[src/sv/rfm_pkg.sv]
// Shared types and constants of the reciprocal frequency meter.
package rfm_pkg;

  // Fixed field widths
  localparam int FREQ_W     = 24;
  localparam int STATUS_W   = 2;
  localparam int TIMEOUT_W  = 16;
  localparam int CFG_DATA_W = 24;
  localparam int CFG_IDX_W  = 1;
  localparam int IN_DATA_W  = 8;

  // Register indexes of the configuration port
  localparam logic [CFG_IDX_W-1:0] REG_TIMEOUT   = 1'd0;
  localparam logic [CFG_IDX_W-1:0] REG_TICK_RATE = 1'd1;

  // Register reset values
  localparam logic [TIMEOUT_W-1:0]  TIMEOUT_RESET   = 16'd65000;
  localparam logic [CFG_DATA_W-1:0] TICK_RATE_RESET = 24'd1250000;

  // Result status codes
  localparam logic [STATUS_W-1:0] ST_OK    = 2'd0;
  localparam logic [STATUS_W-1:0] ST_NOSIG = 2'd1;
  localparam logic [STATUS_W-1:0] ST_OVF   = 2'd2;

  // Controller states
  typedef enum logic [2:0] {
    S_IDLE = 3'b001,
    S_DIV  = 3'b010,
    S_EMIT = 3'b100
  } ctrl_state_t;

  // Commands from controller to datapath
  typedef struct packed {
    logic step;       // take the request and advance the measurement state
    logic div_start;  // launch the reciprocal division
    logic out_load;   // move the pending result into the output register
  } rfm_cmd_t;

  // Status from datapath to controller
  typedef struct packed {
    logic need_div;   // the offered tick completes a period
    logic need_emit;  // the offered tick gives a result without division
    logic div_done;   // quotient is ready
    logic out_free;   // output register can take a result this cycle
  } rfm_stat_t;

endpackage

[src/sv/rfm_div.sv]
// Restoring divider, one quotient bit per cycle.
module rfm_div #(
  parameter int NUM_W = 24,
  parameter int DEN_W = 16
) (
  input  logic             clk,
  input  logic             rst_n,
  input  logic             start,
  input  logic [NUM_W-1:0] num,
  input  logic [DEN_W-1:0] den,
  output logic             done,
  output logic [NUM_W-1:0] quo
);

  localparam int CNT_W = (NUM_W > 1) ? $clog2(NUM_W) : 1;

  logic             running_r, running_nxt;
  logic             done_r, done_nxt;
  logic [CNT_W-1:0] cnt_r, cnt_nxt;
  logic [DEN_W:0]   rem_r, rem_nxt;
  logic [NUM_W-1:0] quo_r, quo_nxt;
  logic [DEN_W-1:0] den_r, den_nxt;
  logic [DEN_W:0]   shifted;
  logic             fits;

  // Trial subtraction of the divisor from the shifted remainder
  assign shifted = {rem_r[DEN_W-1:0], quo_r[NUM_W-1]};
  assign fits    = shifted >= {1'b0, den_r};

  always_comb begin
    running_nxt = running_r;
    done_nxt    = 1'b0;
    cnt_nxt     = cnt_r;
    rem_nxt     = rem_r;
    quo_nxt     = quo_r;
    den_nxt     = den_r;
    if (start) begin
      running_nxt = 1'b1;
      cnt_nxt     = CNT_W'(NUM_W - 1);
      rem_nxt     = '0;
      quo_nxt     = num;
      den_nxt     = den;
    end else if (running_r) begin
      rem_nxt = fits ? (shifted - {1'b0, den_r}) : shifted;
      quo_nxt = {quo_r[NUM_W-2:0], fits};
      if (cnt_r == '0) begin
        running_nxt = 1'b0;
        done_nxt    = 1'b1;
      end else begin
        cnt_nxt = cnt_r - 1'b1;
      end
    end
  end

  // Control state
  always_ff @(posedge clk) begin
    if (!rst_n) begin
      running_r <= 1'b0;
      done_r    <= 1'b0;
    end else begin
      running_r <= running_nxt;
      done_r    <= done_nxt;
    end
  end

  // Working registers
  always_ff @(posedge clk) begin
    cnt_r <= cnt_nxt;
    rem_r <= rem_nxt;
    quo_r <= quo_nxt;
    den_r <= den_nxt;
  end

  assign done = done_r;
  assign quo  = quo_r;

endmodule

[src/sv/rfm_datapath.sv]
// Measurement state, configuration registers, divider and output register.
module rfm_datapath #(
  parameter int COUNT_BITS = 16
) (
  input  logic                           clk,
  input  logic                           rst_n,
  input  logic                           cfg_wr_en,
  input  logic [rfm_pkg::CFG_IDX_W-1:0]  cfg_index,
  input  logic [rfm_pkg::CFG_DATA_W-1:0] cfg_wdata,
  input  logic [rfm_pkg::IN_DATA_W-1:0]  in_tdata,
  input  logic                           out_tready,
  output logic                           out_tvalid,
  output logic [rfm_pkg::FREQ_W-1:0]     out_tdata,
  output logic [rfm_pkg::STATUS_W-1:0]   out_tuser,
  input  rfm_pkg::rfm_cmd_t              cmd,
  output rfm_pkg::rfm_stat_t             stat
);

  localparam logic [COUNT_BITS-1:0] COUNT_MAX = '1;

  logic [rfm_pkg::TIMEOUT_W-1:0]  timeout_r;
  logic [rfm_pkg::CFG_DATA_W-1:0] tick_rate_r;

  logic                          phase_r, phase_nxt;      // 1: measuring
  logic                          last_r;
  logic [COUNT_BITS-1:0]         period_r, period_nxt;
  logic [COUNT_BITS-1:0]         period_inc;
  logic [rfm_pkg::TIMEOUT_W-1:0] wait_r, wait_nxt, wait_inc;

  logic                          level, rising;
  logic                          need_div, need_emit;
  logic [rfm_pkg::STATUS_W-1:0]  emit_status;

  logic [rfm_pkg::STATUS_W-1:0]  res_status_r;
  logic                          res_zero_r;

  logic                          out_valid_r;
  logic [rfm_pkg::FREQ_W-1:0]    out_freq_r;
  logic [rfm_pkg::STATUS_W-1:0]  out_status_r;

  logic                          div_done;
  logic [rfm_pkg::FREQ_W-1:0]    quo;

  // Configuration writes
  always_ff @(posedge clk) begin
    if (!rst_n) begin
      timeout_r   <= rfm_pkg::TIMEOUT_RESET;
      tick_rate_r <= rfm_pkg::TICK_RATE_RESET;
    end else if (cfg_wr_en) begin
      case (cfg_index)
        rfm_pkg::REG_TIMEOUT:   timeout_r   <= cfg_wdata[rfm_pkg::TIMEOUT_W-1:0];
        rfm_pkg::REG_TICK_RATE: tick_rate_r <= cfg_wdata;
        default: ;
      endcase
    end
  end

  // Evaluate one tick against the current measurement state
  assign level      = in_tdata[0];
  assign rising     = level & ~last_r;
  assign period_inc = period_r + 1'b1;
  assign wait_inc   = wait_r + 1'b1;

  always_comb begin
    phase_nxt   = phase_r;
    period_nxt  = period_r;
    wait_nxt    = wait_r;
    need_div    = 1'b0;
    need_emit   = 1'b0;
    emit_status = rfm_pkg::ST_OK;
    if (!phase_r) begin
      if (rising) begin
        phase_nxt  = 1'b1;
        period_nxt = '0;
        wait_nxt   = '0;
      end else if (wait_inc == '0 || wait_inc >= timeout_r) begin
        wait_nxt    = '0;
        need_emit   = 1'b1;
        emit_status = rfm_pkg::ST_NOSIG;
      end else begin
        wait_nxt = wait_inc;
      end
    end else if (period_r == COUNT_MAX) begin
      phase_nxt   = 1'b0;
      period_nxt  = '0;
      wait_nxt    = '0;
      need_emit   = 1'b1;
      emit_status = rfm_pkg::ST_OVF;
    end else if (rising) begin
      phase_nxt  = 1'b0;
      period_nxt = '0;
      wait_nxt   = '0;
      need_div   = 1'b1;
    end else begin
      period_nxt = period_inc;
    end
  end

  // Advance the measurement state on each accepted tick
  always_ff @(posedge clk) begin
    if (!rst_n) begin
      phase_r  <= 1'b0;
      last_r   <= 1'b0;
      period_r <= '0;
      wait_r   <= '0;
    end else if (cmd.step) begin
      phase_r  <= phase_nxt;
      last_r   <= level;
      period_r <= period_nxt;
      wait_r   <= wait_nxt;
    end
  end

  // Hold the kind of the pending result
  always_ff @(posedge clk) begin
    if (cmd.step) begin
      res_status_r <= need_div ? rfm_pkg::ST_OK : emit_status;
      res_zero_r   <= ~need_div;
    end
  end

  // Reciprocal: tick rate over the completed period count
  rfm_div #(
    .NUM_W (rfm_pkg::FREQ_W),
    .DEN_W (COUNT_BITS)
  ) u_div (
    .clk   (clk),
    .rst_n (rst_n),
    .start (cmd.div_start),
    .num   (tick_rate_r),
    .den   (period_inc),
    .done  (div_done),
    .quo   (quo)
  );

  // Output register
  always_ff @(posedge clk) begin
    if (!rst_n) begin
      out_valid_r <= 1'b0;
    end else if (cmd.out_load) begin
      out_valid_r <= 1'b1;
    end else if (out_tready) begin
      out_valid_r <= 1'b0;
    end
  end

  always_ff @(posedge clk) begin
    if (cmd.out_load) begin
      out_freq_r   <= res_zero_r ? '0 : quo;
      out_status_r <= res_status_r;
    end
  end

  assign out_tvalid = out_valid_r;
  assign out_tdata  = out_freq_r;
  assign out_tuser  = out_status_r;

  assign stat.need_div  = need_div;
  assign stat.need_emit = need_emit;
  assign stat.div_done  = div_done;
  assign stat.out_free  = ~out_valid_r | out_tready;

  // The wait counter stays clear while a period is being counted
  a_wait_clear_measuring: assert property (@(posedge clk) disable iff (!rst_n)
    phase_r |-> wait_r == '0)
    else $error("wait counter running during a measurement");

  // A result that is not ok carries zero frequency
  a_fail_zero_freq: assert property (@(posedge clk) disable iff (!rst_n)
    out_valid_r && out_status_r != rfm_pkg::ST_OK |-> out_freq_r == '0)
    else $error("non-zero frequency on a failed measurement");

endmodule

[src/sv/rfm_ctrl.sv]
// Sequencing state machine: accept tick, run division, hand over result.
module rfm_ctrl (
  input  logic               clk,
  input  logic               rst_n,
  input  logic               in_tvalid,
  output logic               in_tready,
  input  rfm_pkg::rfm_stat_t stat,
  output rfm_pkg::rfm_cmd_t  cmd
);

  rfm_pkg::ctrl_state_t state_r, state_nxt;

  // Next state and commands
  always_comb begin
    state_nxt     = state_r;
    cmd.step      = 1'b0;
    cmd.div_start = 1'b0;
    cmd.out_load  = 1'b0;
    in_tready     = 1'b0;
    case (state_r)
      rfm_pkg::S_IDLE: begin
        in_tready = 1'b1;
        if (in_tvalid) begin
          cmd.step = 1'b1;
          if (stat.need_div) begin
            cmd.div_start = 1'b1;
            state_nxt     = rfm_pkg::S_DIV;
          end else if (stat.need_emit) begin
            state_nxt = rfm_pkg::S_EMIT;
          end
        end
      end
      rfm_pkg::S_DIV: begin
        if (stat.div_done) begin
          state_nxt = rfm_pkg::S_EMIT;
        end
      end
      rfm_pkg::S_EMIT: begin
        if (stat.out_free) begin
          cmd.out_load = 1'b1;
          state_nxt    = rfm_pkg::S_IDLE;
        end
      end
      default: state_nxt = rfm_pkg::S_IDLE;
    endcase
  end

  always_ff @(posedge clk) begin
    if (!rst_n) begin
      state_r <= rfm_pkg::S_IDLE;
    end else begin
      state_r <= state_nxt;
    end
  end

  // A completed period always goes through the divider
  a_div_entry: assert property (@(posedge clk) disable iff (!rst_n)
    state_r == rfm_pkg::S_IDLE && in_tvalid && stat.need_div
    |=> state_r == rfm_pkg::S_DIV)
    else $error("completed period did not start a division");

  // Stay in division until the quotient is ready
  a_div_hold: assert property (@(posedge clk) disable iff (!rst_n)
    state_r == rfm_pkg::S_DIV && !stat.div_done |=> state_r == rfm_pkg::S_DIV)
    else $error("left division before the quotient was ready");

  // Never overwrite a result that has not been taken
  a_load_free: assert property (@(posedge clk) disable iff (!rst_n)
    cmd.out_load |-> stat.out_free)
    else $error("output register overwritten");

endmodule

[src/sv/reciprocal_frequency_meter_core.sv]
// Reciprocal frequency meter: each request is a reference tick carrying the sampled signal
// level. The meter waits for a rising edge (reporting no-signal at the timeout), counts ticks
// up to the next rising edge and reports tick_rate_hz / count rounded down, or an overflow
// when the period count passes its COUNT_BITS range. A tick that yields no result leaves the
// controller idle; a timeout or overflow result passes the emit state, a completed period the
// division and emit states, with the restoring divider producing one of the 24 quotient bits
// per cycle. A result waits in the output register without blocking the next tick, but no new
// tick is taken while a division or an earlier result hand-over is pending.
module reciprocal_frequency_meter_core #(
  parameter int COUNT_BITS = 16
) (
  input  logic                           clk,
  input  logic                           rst_n,
  // configuration
  input  logic                           cfg_wr_en,
  input  logic [rfm_pkg::CFG_IDX_W-1:0]  cfg_index,
  input  logic [rfm_pkg::CFG_DATA_W-1:0] cfg_wdata,
  // ticks
  input  logic                           in_tvalid,
  output logic                           in_tready,
  input  logic [rfm_pkg::IN_DATA_W-1:0]  in_tdata,   // [0] signal_level, [7:1] zero
  // results
  output logic                           out_tvalid,
  input  logic                           out_tready,
  output logic [rfm_pkg::FREQ_W-1:0]     out_tdata,  // [23:0] frequency_hz
  output logic [rfm_pkg::STATUS_W-1:0]   out_tuser   // [1:0] status
);

  rfm_pkg::rfm_cmd_t  cmd;
  rfm_pkg::rfm_stat_t stat;

  rfm_ctrl u_ctrl (
    .clk       (clk),
    .rst_n     (rst_n),
    .in_tvalid (in_tvalid),
    .in_tready (in_tready),
    .stat      (stat),
    .cmd       (cmd)
  );

  rfm_datapath #(
    .COUNT_BITS (COUNT_BITS)
  ) u_datapath (
    .clk        (clk),
    .rst_n      (rst_n),
    .cfg_wr_en  (cfg_wr_en),
    .cfg_index  (cfg_index),
    .cfg_wdata  (cfg_wdata),
    .in_tdata   (in_tdata),
    .out_tready (out_tready),
    .out_tvalid (out_tvalid),
    .out_tdata  (out_tdata),
    .out_tuser  (out_tuser),
    .cmd        (cmd),
    .stat       (stat)
  );

endmodule
[config.mk]
export PLATFORM = sky130hd
export DESIGN_NAME = reciprocal_frequency_meter_core
export DESIGN_NICKNAME = d
export VERILOG_FILES = /design/src/sv/rfm_pkg.sv /design/src/sv/rfm_div.sv /design/src/sv/rfm_datapath.sv /design/src/sv/rfm_ctrl.sv /design/src/sv/reciprocal_frequency_meter_core.sv
export SDC_FILE = /design/constraint.sdc
export NUM_CORES = 1
export LEC_CHECK = 0
export ABC_AREA = 1
export BUFFER_PORTS_ARGS = -buffer_cell sky130_fd_sc_hd__buf_4
export CELL_PAD_IN_SITES_DETAIL_PLACEMENT = 1
export CELL_PAD_IN_SITES_GLOBAL_PLACEMENT = 2
export CORE_UTILIZATION = 39
export DETAILED_ROUTE_END_ITERATION = 12
export PLACE_DENSITY = 0.87
export SLEW_MARGIN = 40
export SYNTH_ARGS = -nofsm -noshare
export SYNTH_HDL_FRONTEND = slang
export SYNTH_SLANG_ARGS = --single-unit
[constraint.sdc]
create_clock -name clk -period 6.25 [get_ports clk]
set_clock_uncertainty 0.15 [all_clocks]
set_input_delay 0.3125 -clock clk [delete_from_list [all_inputs] [get_ports clk]]
set_output_delay 0.3125 -clock clk [all_outputs]
set_load 0.01 [all_outputs]
==> Yosys cells after proc, flatten, opt, wreduce, memory -nomap -nowiden <==
Index checks and enable logic that the tools add are counted.
{ "word_totals": {"elab_cells": 98, "inputBits": 38, "ff_bits": 170} }
{ "op_classes": {"add_sub_neg": 4, "eq_ne": 9, "muxes": 43, "bitwise_logic": 9, "n_lt_le_gt_ge": 2, "reduce_logical": 13} }
{ "op_table": {"columns": ["operator", "count"], "rows": [
  ["$mux W16", 9],
  ["$mux W24", 2],
  ["$add A16 B1 Y16 const B", 2],
  ["$mux W1", 21],
  ["$ge A17 B16 Y1", 1],
  ["$eq A16 B16 Y1 const B", 1],
  ["$ge A16 B16 Y1", 1],
  ["$logic_not A16 Y1", 1],
  ["$sub A16 B16 Y16", 1],
  ["$mux W3", 5],
  ["$mux W2", 5],
  ["$reduce_and A2 Y1", 5],
  ["$pmux W3 S3", 1],
  ["$not A1 Y1", 7],
  ["$reduce_bool A2 Y1", 3],
  ["$logic_not A5 Y1", 1],
  ["$sub A5 B1 Y5 const B", 1],
  ["$ne A2 B2 Y1 const B", 2],
  ["$reduce_and A4 Y1", 1],
  ["$eq A3 B1 Y1 const B", 1],
  ["$eq A3 B2 Y1 const B", 1],
  ["$eq A3 B3 Y1 const B", 1],
  ["$ne A3 B1 Y1 const B", 1],
  ["$ne A3 B3 Y1 const B", 1],
  ["5 further kinds", 5]
]} }

==> Depth between registers and ports, before layout <==
Gate-level depths: netlist of the first run.
{ "logic_depth": {"depth_word": 10, "ltp_mapped": 21, "mapped_depth_nobuf": 21} }

==> Modules after synthesis <==
Synthesis of the first run repeated with hierarchy kept, for this count alone.
{ "hier_totals": {"cells_unflattened": 1194, "area_unflattened_um2": 9201.3} }
{ "modules_own_cells": {"columns": ["module", "n_inst", "seq_area_each_um2", "cells_each", "area_per_inst_um2"], "rows": [
  ["rfm_datapath", 1, 2372.3, 674, 5325.1],
  ["rfm_div", 1, 1661.6, 482, 3641.0],
  ["rfm_ctrl", 1, 60.1, 38, 235.2]
]} }

==> Least setup slack after synthesis of the first run <==
No wires, ideal clock.
{ "synth_path": {"path_type": "reg2reg", "start": "register u_datapath.period_r[0]", "end": "register u_datapath.u_div.quo_r[16] (netlist: u_datapath.u_div.quo[16]) (data pin)", "stages_incl_launch_ff": 11, "arrival_time_ns": 2.071, "path_slack_ns": 3.739, "required_ns": 5.810, "period_less_slack_ns": 2.511, "path_buffers": 1, "path_cell_list": "dfxtp_1 -> ha_1 -> nand3_2 -> nor2_2 -> inv_2 -> nor3_4 -> nand3_2 -> nand4_2 -> nor2_2 -> clkbuf_1 -> o21ai_0"} }
{ "synth_lines": {"columns": ["element", "line_no", "text"], "rows": [
  ["start: declaration", "rfm_datapath.sv:26", "logic [COUNT_BITS-1:0] period_r, period_nxt;"],
  ["start signal: assignment", "rfm_datapath.sv:109", "period_r <= period_nxt;"],
  ["end signal: assignment", "rfm_div.sv:70", "quo_r <= quo_nxt;"],
  ["end: declaration", "rfm_div.sv:21", "logic [NUM_W-1:0] quo_r, quo_nxt;"]
]} }

==> Worst setup path in the final report of the first run <==
{ "layout_path": {"start": "register u_datapath.u_div.den_r[2]", "end": "register u_datapath.u_div.rem_r[14]"} }
{ "layout_via": {"elab_chain_cells": 2, "elab_cells_between_ends": 3, "classes_between": "add/sub: 1; order compare: 1; mux: 1"} }
{ "layout_rtl": {"columns": ["element", "line_no", "text"], "rows": [
  ["start: declaration", "rfm_div.sv:22", "logic [DEN_W-1:0] den_r, den_nxt;"],
  ["start signal: assignment", "rfm_div.sv:71", "den_r <= den_nxt;"],
  ["$sub A16 B16 Y16 or $ge A17 B16 Y1 (tied branches)", "rfm_div.sv:44, rfm_div.sv:28", null],
  ["$mux W16 *", "rfm_div.sv:44", "rem_nxt = fits ? (shifted - {1'b0, den_r}) : shifted;"],
  ["end signal: assignment", "rfm_div.sv:69", "rem_r <= rem_nxt;"],
  ["end: declaration", "rfm_div.sv:20", "logic [DEN_W:0] rem_r, rem_nxt;"]
]} }
Mark *: on every way between the ends. The rest lies on a longest branch, timed or not.
A chain may end at the register's enable or synchronous reset.

==> metrics.txt, run 1 <==
top-area cell type share of the netlist area 24.6%; WL final 20500 µm; vias in the first global route 6921; CTS tree built; CP endpoint u_datapath.u_div.rem_r[14]; Starting Density 40.0%; synthesis-to-finish area growth 18.5%; post-route ant nets 0; vias per inst 4.88; worst r2r src u_datapath.u_div.den_r[2]; global-route usage over all layers 19.7%; PostCTS Resize Cnt 0; part of the power in combinational logic 24.8%; Reg clk slew, reported paths 0.07 ns; Rows 53; Gate Count Post-Synth 1046; Avg Cell Area, Syn 8.07 µm²; port bufs 58; mapped cell area 8440 µm²; number of diodes 0; Post-DP HPWL 14200 µm; total power 3.28 mW; Final Hold Vio Count 0; actual slew at the worst max-slew pin 0.711 ns; fin crit share 54.3%; FILL cells 2570; r2r worst-path depth 13; ranking of synthesized cells by area edfxtp_1, dfxtp_1, nand2_1, inv_1, ha_1; syn nets 1120; first-pass GRT wire length 34600 µm; CP startpoint kind flip-flop; CTS Hold Bufs 23; Remaining DRCs 0; Clk pwr share 33.5%; P_sw 1.14 mW; Core Area 21100 µm²; Worst Hold Path Cells 3; largest net degree at the start of global routing 69; CTS H-tree depth 4; antenna violations before repair 0; switching share of power 34.7%; Peak VDD IR 0.190 mV; Max Cap Violations 0; fmax 295 MHz; status finished, final reports clean; total die area 22200 µm²; post-synthesis register bit count 170; Skew-Pair Late Insertion Delay 0.44 ns; fin util 47.4%; kind of critical path flip-flop to flip-flop; Int Pwr 2.14 mW; Reg power frac 41.7%; register area share after synthesis 48.5%; TritonCTS Buffers 17; Die Y 149 µm; RSZ-0062 raised after global routing no; fin crit period 3.39 ns; DR WL/cell 14.6 µm; r2r setup slk 2.86 ns; Starting DRT DRC Count 302; Worst Path Required 6.43 ns; Final Net Count 1194; number of distinct library cells after synthesis 46; routed vias 6869; headroom to the max-slew limit 52.5%; WP data arrival 3.57 ns; synth cell count leaders nand2_1, inv_1, nor2_1; drt pass-1 iters 4; Final Max Tran Viols 0; Total Neg Setup Slack 0 ns; grt ovf 0; post-synth top area cell edfxtp_1; CP startpoint u_datapath.u_div.den_r[2]; Die W 149 µm; share of cells above drive strength 1 11.5%; crit path max fanout 20; Pleak 4.51 nW; number of post-CTS setup repair buffers 0; I/O Pins 66; clk buf depth 2; Post-synth EDFFs 69; Setup crit end kind flip-flop; clock tree root driver cell clkbuf_16; Post-synth ARST share 0%; clock sink total 170; Main synth FF type dfxtp_1; Hold WC Path Type input port to flip-flop; PD cells 328 nW/µm²; most frequent cell after synthesis nand2_1; warnings from Yosys 0; Reg2Reg Capture Point u_datapath.u_div.rem_r[14]; Final GP Congestion 0.762; final setup vio count 0
==> metal layers <==
| metal | GRT usage [%] | part of all wire, % |
|---|---|---|
| met1 | 27.4 | 50 |
| met2 | 31.2 | 45 |
| met3 | 3.58 | 2.9 |
| met4 | 5.41 | 1.2 |
| met5 | 0 | 0 |
==> critical path, cell delays in order (launching register included) <==
cell      delay [ns]
edfxtp_1        0.38
inv_1           0.07
ha_1            0.28
a21oi_1         0.15
nand2_1         0.12
a21oi_2         0.24
o21ai_1         0.14
nand3_1         0.12
nand2_1         0.06
nand2_1         0.44
nand2_1         0.61
or2_0           0.38
nand3_1         0.07
nand2_1         0.06
==> registers in the layout, indices dropped and copies added, names as in the netlist <==
register,cells
u_ctrl.state_r,3
u_datapath.last_r,1
u_datapath.out_tdata,24
u_datapath.out_tuser,2
u_datapath.out_tvalid,1
u_datapath.period_r,16
u_datapath.phase_r,1
u_datapath.res_status_r,2
u_datapath.res_zero_r,1
u_datapath.tick_rate_r,24
u_datapath.timeout_r,16
u_datapath.u_div.cnt_r,5
u_datapath.u_div.den_r,16
u_datapath.u_div.done,1
u_datapath.u_div.quo,24
u_datapath.u_div.rem_r,16
u_datapath.u_div.running_r,1
u_datapath.wait_r,16
==> cells by family (layout without fill, tap and decap cells) <==
kind of cell,after synthesis,after routing,synth area share [%]
compound gates,162,162,10.8
xor+xnor,23,23,2.39
fa+ha+maj,36,36,5.43
buf+inv,197,284,9.13
flops,170,170,48.5
simple gates,458,458,23.7
==> worst min path at each step <==
| stage | startpoint | end | slack [ns] |
|---|---|---|---|
| after floorplan | u_datapath.res_status_r[0] | u_datapath.out_tuser[0] | 0.25 |
| after global placement | u_datapath.res_status_r[1] | u_datapath.out_tuser[1] | 0.26 |
| after detailed placement | u_datapath.res_status_r[0] | u_datapath.out_tuser[0] | 0.26 |
| after CTS | out_tready | u_datapath.out_tvalid | 0.008 |
| after global routing | cfg_wdata[23] | u_datapath.tick_rate_r[23] | 0.04 |
| final | cfg_wdata[23] | u_datapath.tick_rate_r[23] | 0.02 |
==> placed cells by master, fill, tap and decap left out, drive strengths merged, types with 7 or more instances in the layout <==
| master | n |
|---|---|
| ha | 35 |
| xnor2 | 7 |
| dlygate4sd3 | 23 |
| clkbuf | 17 |
| nor2 | 125 |
| buf | 65 |
| o21ai | 75 |
| nor3 | 12 |
| xor2 | 16 |
| a21oi | 50 |
| edfxtp | 69 |
| nand2 | 225 |
| o211ai | 14 |
| a22oi | 10 |
| dfxtp | 101 |
| nand3 | 77 |
| nand4 | 9 |
| inv | 169 |
| clkinv | 10 |
==> final cells by class <==
type / instances / area (µm²) / area share (%)
sequential: 170 / 4090 / 40.9
clock inverter: 15 / 206 / 2.06
multi-input combinational: 679 / 3590 / 35.9
tap: 275 / 344 / 3.44
timing repair buffer: 88 / 726 / 7.26
clock buffer: 17 / 425 / 4.25
inverter: 164 / 617 / 6.17
==> power by group through the flow <==
stage	sequential [mW]	clock [mW]	combinational [mW]
after global routing	1.38	1.17	0.933
after CTS	1.37	1.13	0.827
final	1.37	1.10	0.815
after global placement	1.39	0	0.782
after detailed placement	1.39	0	0.807
after floorplan	1.37	0	0.617
==> stage by stage <==
step	setup slack (ns)	cell area [µm²]	hold WS [ns]	instances
2_1_floorplan	3.74	8440	0.250	1046
3_3_place_gp	2.89	9120	0.255	1352
3_5_place_dp	2.81	9140	0.258	1353
4_1_cts	2.81	10000	0.00839	1408
5_1_grt	2.64	10000	0.0366	1408
6_report	2.86	10000	0.0207	1408
Note: power is estimated with default switching activity, not from simulation.
==> inputs of run 2 (changes only) <==
--- a/config.mk
+++ b/config.mk
@@ -9,9 +9,9 @@
 export BUFFER_PORTS_ARGS = -buffer_cell sky130_fd_sc_hd__buf_4
 export CELL_PAD_IN_SITES_DETAIL_PLACEMENT = 1
 export CELL_PAD_IN_SITES_GLOBAL_PLACEMENT = 2
-export CORE_UTILIZATION = 39
+export CORE_UTILIZATION = 33
 export DETAILED_ROUTE_END_ITERATION = 12
-export PLACE_DENSITY = 0.87
+export PLACE_DENSITY = 0.79
 export SLEW_MARGIN = 40
 export SYNTH_ARGS = -nofsm -noshare
 export SYNTH_HDL_FRONTEND = slang
==> constraint.sdc (replaced) <==
create_clock -name clk -period 2.95 [get_ports clk]
set_clock_uncertainty 0.15 [all_clocks]
set_input_delay 0.1475 -clock clk [delete_from_list [all_inputs] [get_ports clk]]
set_output_delay 0.1475 -clock clk [all_outputs]
set_load 0.01 [all_outputs]
==> metrics.txt, run 2 (synthesis gave the netlist of run 1 again) <==
global-route usage over all layers 16.9%; actual slew at the worst max-slew pin 0.761 ns; Final Max Tran Viols 0; crit path max fanout 8; share of cells above drive strength 1 18.1%; crit-path cells ha_4 -> nand3_4 -> nor2_4 -> buf_6 -> nand3_2 -> nand2_2 -> inv_2 -> ha_4 -> nand2_2 -> inv_2 -> nor2_2 -> o21ai_2 -> a21oi_1 -> nand2_1 -> nor2_2 -> nand2_2 -> nor2_4 -> clkbuf_16 -> nand3_1 -> a21oi_1; I/O Pins 66; Rows 58; Peak VDD IR 0.372 mV; CP max stage delay 0.39 ns; fin crit period 2.88 ns; fmax 347 MHz; critical path's slowest cell dfxtp_4; CP most frequent cell nand2_2; RSZ-0062 raised after global routing yes; CTS tree built; routed vias 6984; fin crit share 97.6%; clk buf depth 2; commonest non-fill, non-tap cell in the layout nand2_1; Pleak 4.70 nW; uppermost layer routed met4; Finished Layout Cells 1501; DP Area 9380 µm²; antenna violations before repair 0; DR WL/cell 14.5 µm; Reg clk slew, reported paths 0.08 ns; first-pass GRT wire length 35300 µm; WP data arrival 3.10 ns; PD cells 667 nW/µm²; met1 WL 10900 µm; largest net degree at the start of global routing 49; Crit path max-delay family simple AND/OR/NAND/NOR gates; status finished, final reports clean; setup ws final 0.0703 ns; FILL cells 2999; TritonCTS Buffers 17; Final GP Congestion 0.818; Max Cap Violations 0; Hold WC Path Type input port to flip-flop; final setup vio count 0; dpl ws 0.0745 ns; WL final 21700 µm; vias per inst 4.65; clock tree root driver cell clkbuf_16; headroom to the max-slew limit 49.2%; post-route ant nets 0; Worst Path Required 3.17 ns; Skew-Pair Late Insertion Delay 0.44 ns; Remaining DRCs 0; met3 routed WL 436 µm; CP startpoint kind flip-flop; grt ovf 0; met2 routed WL 10200 µm; most frequent cells in the layout nand2_1, inv_1, nor2_1, dfxtp_1, buf_4; Post-DP HPWL 15200 µm; drt pass-1 iters 6; kind of critical path flip-flop to flip-flop; Core Area 25100 µm²; Setup crit end kind flip-flop; Starting DRT DRC Count 266; total die area 26200 µm²; DP Cell Count 1427; Worst Path Buf+Inv 4; Final Hold Vio Count 0; CTS H-tree depth 4; Starting Density 33.6%; vias in the first global route 7047; synthesis-to-finish area growth 26.5%; fin util 42.5%; Post-Layout Inst Area 10700 µm²; port bufs 58; Die Y 162 µm; Die W 162 µm; Final Net Count 1231; clock sink total 170; total power 7.12 mW
-- run 2: changes by cell type in the layout (fill, tap and decap cells not counted), sizes merged --
cell,delta
dlygate4sd3,+9
buf,+27
clkinv,+1
inv,-1
diode,+1
clkbuf,+1
-- run 2: final cells by class --
type | instances | area [µm²] | area share, %
Antenna cell | 1 | 2.50 | 0.0234
Clock buffer | 17 | 425 | 3.99
Clock inverter | 15 | 211 | 1.98
Inverter | 164 | 616 | 5.77
Multi-Input combinational cell | 679 | 3800 | 35.6
Sequential cell | 170 | 4120 | 38.6
Tap cell | 330 | 413 | 3.87
Timing Repair Buffer | 125 | 1090 | 10.2
-- run 2: metal layers --
metal  GRT usage, %  vias up
met5              0        -
met4           4.37        0
met3           2.94       14
met2           27.4       65
met1           23.2     3279
li1               -     3626
-- run 2: tightest hold or removal path, stage by stage --
cell and delay [ns]:
buf_4 0.26, nand2_1 0.13, nor2_1 0.03
-- run 2: final timing paths --
path | startpoint | to | slack [ns] | depth (start not counted)
worst max-delay path | u_datapath.wait_r[1] | u_datapath.wait_r[14] | 0.07 | 20
worst min-delay path | rst_n | u_ctrl.state_r[2] | 0.02 | 3
worst max register to register | u_datapath.wait_r[1] | u_datapath.wait_r[14] | 0.07 | 20
worst min register to register | u_datapath.res_status_r[0] | u_datapath.out_tuser[0] | 0.28 | 0
-- run 2: repair_timing --
| action | 4_1_cts | 5_1_grt |
|---|---|---|
| endpoints found under the setup margin | 0 | 20 |
| hold endpoints to repair | 43 | 0 |
| setup buffers | 0 | 8 |
| hold buffers | 32 | 0 |
| resized for setup | 0 | 76 |
-- run 2: report_power, final --
group          switching (mW)  leakage (nW)  internal [mW]
logic                    1.15          2.94          0.725
clock network            1.15         0.304           1.17
registers               0.180          1.46           2.74
total                    2.49          4.70           4.63
-- run 2: through the flow --
step	TNS (ns)	hold slack, ns
finish	0	0.0174
global route	-1.91	0.0180
CTS	0	0.00102
detailed placement	0	0.215
global placement	0	0.210
floorplan	0	0.111
